## src/rtl/core/bblur_pkg.sv

```systemverilog
// ----------------------------------------------------------------------------
// bblur_pkg
// Shared constants, command/status bundles and divide tables for the
// edge-aware 3x3 box blur core.
// ----------------------------------------------------------------------------
package bblur_pkg;

  localparam int MAX_WIDTH  = 1024;
  localparam int COL_W      = $clog2(MAX_WIDTH);
  localparam int WID_W      = $clog2(MAX_WIDTH + 1);
  localparam int PEND_W     = $clog2(MAX_WIDTH + 2);
  localparam int ROW_W      = 16;
  localparam int FW_W       = 11;
  localparam int FH_W       = 16;
  localparam int CFG_IDX_W  = 1;
  localparam int CFG_DATA_W = 16;
  localparam int PIX_W      = 8;
  localparam int RGB_W      = 3 * PIX_W;
  localparam int SUM_W      = 12;
  localparam int NUM_W      = SUM_W + 1;
  localparam int CNT_W      = 4;
  localparam int RCP_W      = 20;
  localparam int RCP_SH     = 20;
  localparam int PROD_W     = NUM_W + RCP_W;
  localparam int SLOT_W     = 2;
  localparam int ADDR_W     = SLOT_W + COL_W;
  localparam int MEM_DEPTH  = 3 << COL_W;

  localparam logic [FW_W-1:0] FW_RESET = FW_W'(1024);
  localparam logic [FH_W-1:0] FH_RESET = FH_W'(1);

  // register indexes
  localparam logic [CFG_IDX_W-1:0] REG_FRAME_WIDTH  = 1'b0;
  localparam logic [CFG_IDX_W-1:0] REG_FRAME_HEIGHT = 1'b1;

  // input item kinds
  localparam logic CMD_PIXEL = 1'b0;
  localparam logic CMD_DRAIN = 1'b1;

  // neighbour offsets within a 3x3 window
  localparam logic [1:0] TAP_LO  = 2'd0;
  localparam logic [1:0] TAP_MID = 2'd1;
  localparam logic [1:0] TAP_HI  = 2'd2;

  typedef struct packed {
    logic       load_in;
    logic       rd;
    logic [1:0] tap_row;
    logic [1:0] tap_col;
    logic       div;
    logic       emit;
    logic       wr_pix;
  } bb_cmd_t;

  typedef struct packed {
    logic is_drain;
    logic in_done;
    logic ready;
    logic out_free;
  } bb_stat_t;

  function automatic logic [CNT_W-1:0] cnt_of(input logic [1:0] rn, input logic [1:0] cn);
    return CNT_W'(rn) * CNT_W'(cn);
  endfunction

  // ceil(2^RCP_SH / (2*cnt)), exact for numerators below 2^NUM_W
  function automatic logic [RCP_W-1:0] recip_of(input logic [CNT_W-1:0] cnt);
    logic [RCP_W-1:0] m;
    unique case (cnt)
      4'd1:    m = RCP_W'(524288);
      4'd2:    m = RCP_W'(262144);
      4'd3:    m = RCP_W'(174763);
      4'd4:    m = RCP_W'(131072);
      4'd6:    m = RCP_W'(87382);
      4'd9:    m = RCP_W'(58255);
      default: m = '0;
    endcase
    return m;
  endfunction

endpackage

```

## src/rtl/core/bblur_ctrl.sv

```systemverilog
// ----------------------------------------------------------------------------
// bblur_ctrl
// Sequencer: decides per beat whether to store, blur or skip, and walks the
// nine window taps through the history memory.
// ----------------------------------------------------------------------------
module bblur_ctrl (
  input  logic               clk,
  input  logic               rst_n,
  input  logic               in_valid,
  output logic               in_stall,
  input  bblur_pkg::bb_stat_t stat,
  output bblur_pkg::bb_cmd_t  cmd
);
  import bblur_pkg::*;

  typedef enum logic [2:0] {
    ST_IDLE,
    ST_CHECK,
    ST_READ,
    ST_SETTLE,
    ST_DIV,
    ST_EMIT,
    ST_WRITE
  } state_t;

  state_t     state_r, state_nxt;
  logic [1:0] tap_row_r, tap_row_nxt;
  logic [1:0] tap_col_r, tap_col_nxt;

  assign in_stall = (state_r != ST_IDLE);

  always_comb begin
    state_nxt   = state_r;
    tap_row_nxt = tap_row_r;
    tap_col_nxt = tap_col_r;
    cmd         = '0;
    cmd.tap_row = tap_row_r;
    cmd.tap_col = tap_col_r;
    unique case (state_r)
      ST_IDLE: begin
        if (in_valid) begin
          cmd.load_in = 1'b1;
          state_nxt   = ST_CHECK;
        end
      end
      ST_CHECK: begin
        tap_row_nxt = TAP_LO;
        tap_col_nxt = TAP_LO;
        priority if (stat.is_drain) begin
          state_nxt = stat.in_done ? ST_READ : ST_IDLE;
        end else if (stat.in_done) begin
          state_nxt = ST_IDLE;
        end else if (stat.ready) begin
          state_nxt = ST_READ;
        end else begin
          state_nxt = ST_WRITE;
        end
      end
      ST_READ: begin
        cmd.rd = 1'b1;
        if (tap_col_r == TAP_HI) begin
          tap_col_nxt = TAP_LO;
          if (tap_row_r == TAP_HI) begin
            state_nxt = ST_SETTLE;
          end else begin
            tap_row_nxt = tap_row_r + 2'd1;
          end
        end else begin
          tap_col_nxt = tap_col_r + 2'd1;
        end
      end
      ST_SETTLE: begin
        state_nxt = ST_DIV;
      end
      ST_DIV: begin
        cmd.div   = 1'b1;
        state_nxt = ST_EMIT;
      end
      ST_EMIT: begin
        if (stat.out_free) begin
          cmd.emit  = 1'b1;
          state_nxt = stat.is_drain ? ST_IDLE : ST_WRITE;
        end
      end
      ST_WRITE: begin
        cmd.wr_pix = 1'b1;
        state_nxt  = ST_IDLE;
      end
      default: begin
        state_nxt = ST_IDLE;
      end
    endcase
  end

  always_ff @(posedge clk) begin
    if (!rst_n) begin
      state_r   <= ST_IDLE;
      tap_row_r <= TAP_LO;
      tap_col_r <= TAP_LO;
    end else begin
      state_r   <= state_nxt;
      tap_row_r <= tap_row_nxt;
      tap_col_r <= tap_col_nxt;
    end
  end

endmodule

```

## config.mk

```make
export PLATFORM = sky130hd
export DESIGN_NAME = bblur_ctrl
export DESIGN_NICKNAME = d
export VERILOG_FILES = /design/src/rtl/core/bblur_pkg.sv /design/src/rtl/core/bblur_ctrl.sv
export SDC_FILE = /design/constraint.sdc
export NUM_CORES = 1
export LEC_CHECK = 0
export BUFFER_PORTS_ARGS = -buffer_cell sky130_fd_sc_hd__buf_2
export CORE_AREA = 5 5 42 44
export DETAILED_ROUTE_END_ITERATION = 10
export DIE_AREA = 0 0 47 49
export PLACE_DENSITY = 0.6
export SYNTH_ARGS = -nofsm -noshare
export SYNTH_HDL_FRONTEND = slang
export SYNTH_SLANG_ARGS = --single-unit
```

## constraint.sdc

```tcl
create_clock -name clk -period 1.92 [get_ports clk]
set_clock_uncertainty 0.05 [all_clocks]
set_input_delay 0.192 -clock clk [delete_from_list [all_inputs] [get_ports clk]]
set_output_delay 0.192 -clock clk [all_outputs]
set_load 0.05 [all_outputs]
```

==> results.tsv, run 1 <==
metric	value	unit
reg2reg_depth	5	
synth_commonest_cells	dfxtp_1, a21oi_1, inv_1, nand2b_1, o21ai_0	
io_buffers	16	
via_count	540	
multi_input_comb_area	332.8	sq um
fmaxAchievable	571.2	MHz
fin_area	641.9	sq um
die_y	49	um
p_int	258.0	uW
pwr-share-comb	22.8	%
worst_pin_slew	0.3484	ns
ir_drop	0.3021	mV
clkSlewWorstSetupHoldPaths	0.05	ns
crit_path_start_kind	flop	
cts_post_setup_buffers_inserted	0	
switchingPower	116.4	uW
setup_tns	0	ns
overflow	0	
drtIter0Drc	9	
yosysSeqAreaShare	27.86	%
yosysMostFrequentCell	dfxtp_1	
fin_nets	92	
grt_pass1_wl	2173	um
synthCells	65	
htree_levels	1	
rsz0062_at_grt	no	
clock_tree.root_cell	clkbuf_4	
yosysWarnings	0	
crit_type	flop to output pin	
drive_above_1_share	31.33	%
die_w	47	um
fin_cells	99	
power_density	583.3	nW/um^2
crit_path_start	state_r[0]	
grt.total_usage	12.75	%
synthFlopType	dfxtp_1	
ant_nets	0	
finalCritPeriodShare	91.18	%
preCtsSetupSlack	0.2541	ns
crit_path_top_delay_cell	or3_1	
final-hold-violation-count	0	
async_flop_share	0	%
synth_top_area_share	27.86	%
reg2reg_slack	0.24	ns
ios	17	
n_antenna_cell	0	
drtPass1Iterations	4	
period_needed	1.751	ns
cts_tree	yes	
setup_ws	0.1693	ns
cp_data_arrival_time	1.51	ns
crit_family	simple AND/OR/NAND/NOR gates	
hpwl	917.5	um
clock_sinks	7	
gp_congestion	0.7014	
whs	0.1353	ns
p_seq_share	41.1	%
synth.ff_latch_count	7	
hp-class	primary input to flop	
crit_path_cell_trace	buf_4 > or3_1 > nor2_2 > buf_2	
areaGrowthSynthToFinish	27.61	%
synth_edf_count	0	
total_power	374.4	uW
leakage	0.2573	nW
nFillCells	158	
avgViaCountPerCell	5.455	
endpoint	cmd[8]	
first_global_vias	484	
reg2reg_to	tap_row_r[0]	
routed_wl	1233	um
syn_area_per_cell	7.738	sq um
wl_per_cell	12.45	um
clk_path_buf_depth	2	
switching_share	31.08	%
setup_violations	0	
num_rows	14	
die-area	2303	sq um
grt_max_degree	19	
reg2reg_from	tap_row_r[0]	
worstSetupPathDepth	4	
outcome	complete, no violations	
pwr-share-clk	36.2	%
synth_fp_nets	73	
clk_latency	0.25	ns
slew_violations	0	
drcViolationCount	0	
fp.coreArea	1401	sq um
start_util	35.89	%
regArea	141.4	sq um
yosysTopAreaCell	dfxtp_1	
cts.repair.resized	0	
cp.required	1.68	ns
dpl.cell_count	95	
yosysUniqueCellTypes	32	
path_max_fanout	8	
cts_made_buffers	3	
synth.area.top_cells	dfxtp_1, nand2b_1, a21oi_1, o21ai_0, inv_1	
syn_area	503.0	sq um
utilization	45.80	%
cp-end-kind	output pin	
holdBufCountCts	0	
max_cap_viol_count	0	
antenna_found_initial	0	
critPathMaxStageDelay	0.41	ns
dpl-instance-area	615.6	sq um
relSlewSlack	76.17	%
crit_buf_inv	2	
==> cell type report <==
class | count | share of cell area, %
clock buffer | 4 | 4.094
tap | 16 | 3.119
sequential | 7 | 22.03
timing repair buffer | 19 | 15.98
multi-input combinational | 48 | 51.85
inverter | 5 | 2.924
==> power groups by stage <==
stage / Sequential [mW] / Combinational (mW) / Clock, mW
final: 0.154 / 0.0853 / 0.135
after CTS: 0.154 / 0.0854 / 0.141
after detailed placement: 0.157 / 0.0853 / 0
after global placement: 0.157 / 0.0859 / 0
after global routing: 0.155 / 0.0922 / 0.153
after floorplan: 0.157 / 0.0605 / 0
==> placed cells by master (no fill, tap or decap), drive strengths merged, types with 3 or more instances in the layout <==
cell and count:
clkbuf 4, nor2 3, o21ai 4, buf 19, nand2b 5, dfxtp 7, inv 5, a21oi 6
nor2b 3
==> routing by layer <==
metal / track usage [%] / vias up / wire (um)
li1: - / 276 / -
met3: 7.380 / 2 / 83
met4: 4.147 / 0 / 13
met2: 18.33 / 12 / 595
met5: 0 / - / 0
met1: 15.60 / 250 / 540
==> how the worst min path moves through the flow <==
stage	startpoint	to	slack [ns]	cells past startpoint
finish	rst_n	state_r[0]	0.14	2
global route	rst_n	state_r[0]	0.13	2
global placement	rst_n	state_r[0]	0.40	2
CTS	rst_n	state_r[0]	0.13	2
floorplan	rst_n	state_r[0]	0.26	1
detailed placement	rst_n	state_r[0]	0.39	2
==> registers in the layout, indices dropped and copies added (netlist names) <==
register	count
state_r	3
tap_col_r	2
tap_row_r	2
==> kinds of logic (layout without fill, tap and decap cells) <==
family                     after synthesis  in the layout  share of synthesized area [%]
adders and majority gates                1              1                          2.487
xor gates and xnor gates                 1              1                          1.742
DFF                                      7              7                          27.86
and+or+nand+nor                         27             27                          35.82
buffers and inverters                   10             28                          7.710
AOI/OAI and AO/OA                       19             19                          24.38
Power figures use the tool's default switching activity.
==> run 2, diff against run 1 <==
--- a/config.mk
+++ b/config.mk
@@ -7,8 +7,8 @@
 export LEC_CHECK = 0
 export BUFFER_PORTS_ARGS = -buffer_cell sky130_fd_sc_hd__buf_2
-export CORE_AREA = 5 5 42 44
+export CORE_MARGIN = 5
+export CORE_UTILIZATION = 30
 export DETAILED_ROUTE_END_ITERATION = 10
-export DIE_AREA = 0 0 47 49
-export PLACE_DENSITY = 0.6
+export PLACE_DENSITY = 0.49
 export SYNTH_ARGS = -nofsm -noshare
 export SYNTH_HDL_FRONTEND = slang
==> constraint.sdc (replaced) <==
create_clock -name clk -period 1.92 [get_ports clk]
set_clock_uncertainty 0.05 [all_clocks]
set_input_delay 0.096 -clock clk [delete_from_list [all_inputs] [get_ports clk]]
set_output_delay 0.096 -clock clk [all_outputs]
set_load 0.05 [all_outputs]
==> results.tsv, run 2 (synthesized netlist as in run 1, its figures left out) <==
metric	value	unit	change
fmaxAchievable	577.9	MHz	+1.2%
crit_path_start_kind	flop		
ios	17		unchanged
drtPass1Iterations	4		unchanged
clock_sinks	7		unchanged
cts.repair.resized	0		unchanged
reg_top3	state_r x3, tap_col_r x2, tap_row_r x2		
largest_reg_flops	3		unchanged
ant_nets	0		unchanged
die_w	50.95	um	+8.4%
cp.required	1.77	ns	+0.09 ns
max_cap_viol_count	0		unchanged
crit_buf_inv	2		unchanged
power_density	586.7	nW/um^2	+0.57%
p_seq_share	41.9	%	+0.8 points
ir_drop	0.2728	mV	-9.7%
pwr-share-clk	36.4	%	+0.2 points
worst_pin_slew	0.4229	ns	+0.07451 ns
clk_latency	0.25	ns	about the same
critPathMaxStageDelay	0.39	ns	-0.02 ns
n_antenna_cell	0		unchanged
finalCritPeriodShare	90.13	%	-1.1 points
switching_share	31.34	%	+0.27 points
via_count	536		-0.74%
slew_violations	0		unchanged
crit_type	flop to output pin		
gp_congestion	0.7508		+7.0%
antenna_found_initial	0		unchanged
num_rows	14		unchanged
layout_common_cells	buf_2, a21oi_1, dfxtp_1, inv_1, nand2b_1		
rsz0062_at_grt	no		
drtIter0Drc	3		-6
cts_tree	yes		
cts_post_setup_buffers_inserted	0		unchanged
cts_made_buffers	3		unchanged
p_int	257.5	uW	-0.20%
clock_tree.root_cell	clkbuf_4		
total_power	375.1	uW	+0.18%
outcome	complete, no violations		
holdBufCountCts	0		unchanged
fp.coreArea	1541	sq um	+10%
setup_tns	0	ns	unchanged
io_buffers	16		unchanged
cp-end-kind	output pin		
path_max_fanout	8		unchanged
clkSlewWorstSetupHoldPaths	0.05	ns	about the same
drive_above_1_share	30.12	%	-1.2 points
hpwl	987.2	um	+7.6%
hp-class	primary input to flop		
die_y	50.95	um	+4.0%
cp_data_arrival_time	1.58	ns	+0.07 ns
fin_nets	92		unchanged
grt_max_degree	18		-1
relSlewSlack	71.08	%	-5.1 points
grt_pass1_wl	2214	um	+1.9%
first_global_vias	476		-1.7%
crit_family	simple AND/OR/NAND/NOR gates		
pwr-share-comb	21.8	%	-1.0 points
final-hold-violation-count	0		unchanged
wl_per_cell	13.58	um	+9.0%
htree_levels	1		unchanged
crit_path_cell_trace	buf_4 > or3_1 > nor2_1 > buf_2		
drcViolationCount	0		unchanged
clk_path_buf_depth	2		unchanged
die-area	2595	sq um	+13%
setup_violations	0		unchanged
overflow	0		unchanged
switchingPower	117.6	uW	+1.0%
grt.total_usage	10.87	%	-1.9 points
avgViaCountPerCell	5.414		-0.74%
leakage	0.2572	nW	about the same
final_common_cell	buf_2		
crit_path_top_delay_cell	dfxtp_1		
nFillCells	166		+5.1%
routed_wl	1344	um	+9.0%
period_needed	1.731	ns	-0.02018 ns
start_util	32.63	%	-3.3 points
regMostFlops	state_r		
areaGrowthSynthToFinish	27.11	%	
-- run 2: power groups by stage --
| stage | registers (mW) | logic [mW] | clock network, mW |
|---|---|---|---|
| 5_1_grt | 0.158 | 0.0889 | 0.157 |
| 3_3_place_gp | 0.160 | 0.0823 | 0 |
| 4_1_cts | 0.157 | 0.0823 | 0.144 |
| 3_5_place_dp | 0.160 | 0.0821 | 0 |
| 6_report | 0.157 | 0.0816 | 0.136 |
| 2_1_floorplan | 0.157 | 0.0595 | 0 |
-- run 2: final timing paths --
check,start,to,slack (ns),depth (start not counted)
min reg2reg,tap_row_r[0],tap_row_r[0],0.48,2
max reg2reg,tap_row_r[0],tap_row_r[0],0.20,5
min,rst_n,state_r[0],0.03,2
max,state_r[0],cmd[8],0.19,4
-- run 2: per-layer routing --
layer	track usage [%]	routed length (um)	vias up
li1	-	-	277
met3	3.198	92	5
met1	15.36	713	239
met5	0	0	-
met4	6.383	38	0
met2	14.26	499	15
-- run 2: layout make-up --
class | instances | area [sq um] | area share, %
Clock buffer | 4 | 26.28 | 4.110
Inverter | 5 | 18.77 | 2.935
Multi-Input combinational cell | 48 | 330.3 | 51.66
Sequential cell | 7 | 141.4 | 22.11
Tap cell | 16 | 20.02 | 3.131
Timing Repair Buffer | 19 | 102.6 | 16.05
-- run 2: metrics by stage --
stage | hold slack (ns) | utilization (%) | cells | worst slack [ns] | cell area (sq um)
after global placement | 0.2923 | 39.77 | 95 | 0.2605 | 613.1
after CTS | 0.02256 | 41.48 | 99 | 0.1799 | 639.4
after floorplan | 0.1638 | - | 65 | 0.05682 | 510.5
final | 0.02909 | 41.48 | 99 | 0.1895 | 639.4
after detailed placement | 0.2925 | 39.77 | 95 | 0.2276 | 613.1
after global routing | 0.04203 | 41.48 | 99 | 0.1174 | 639.4
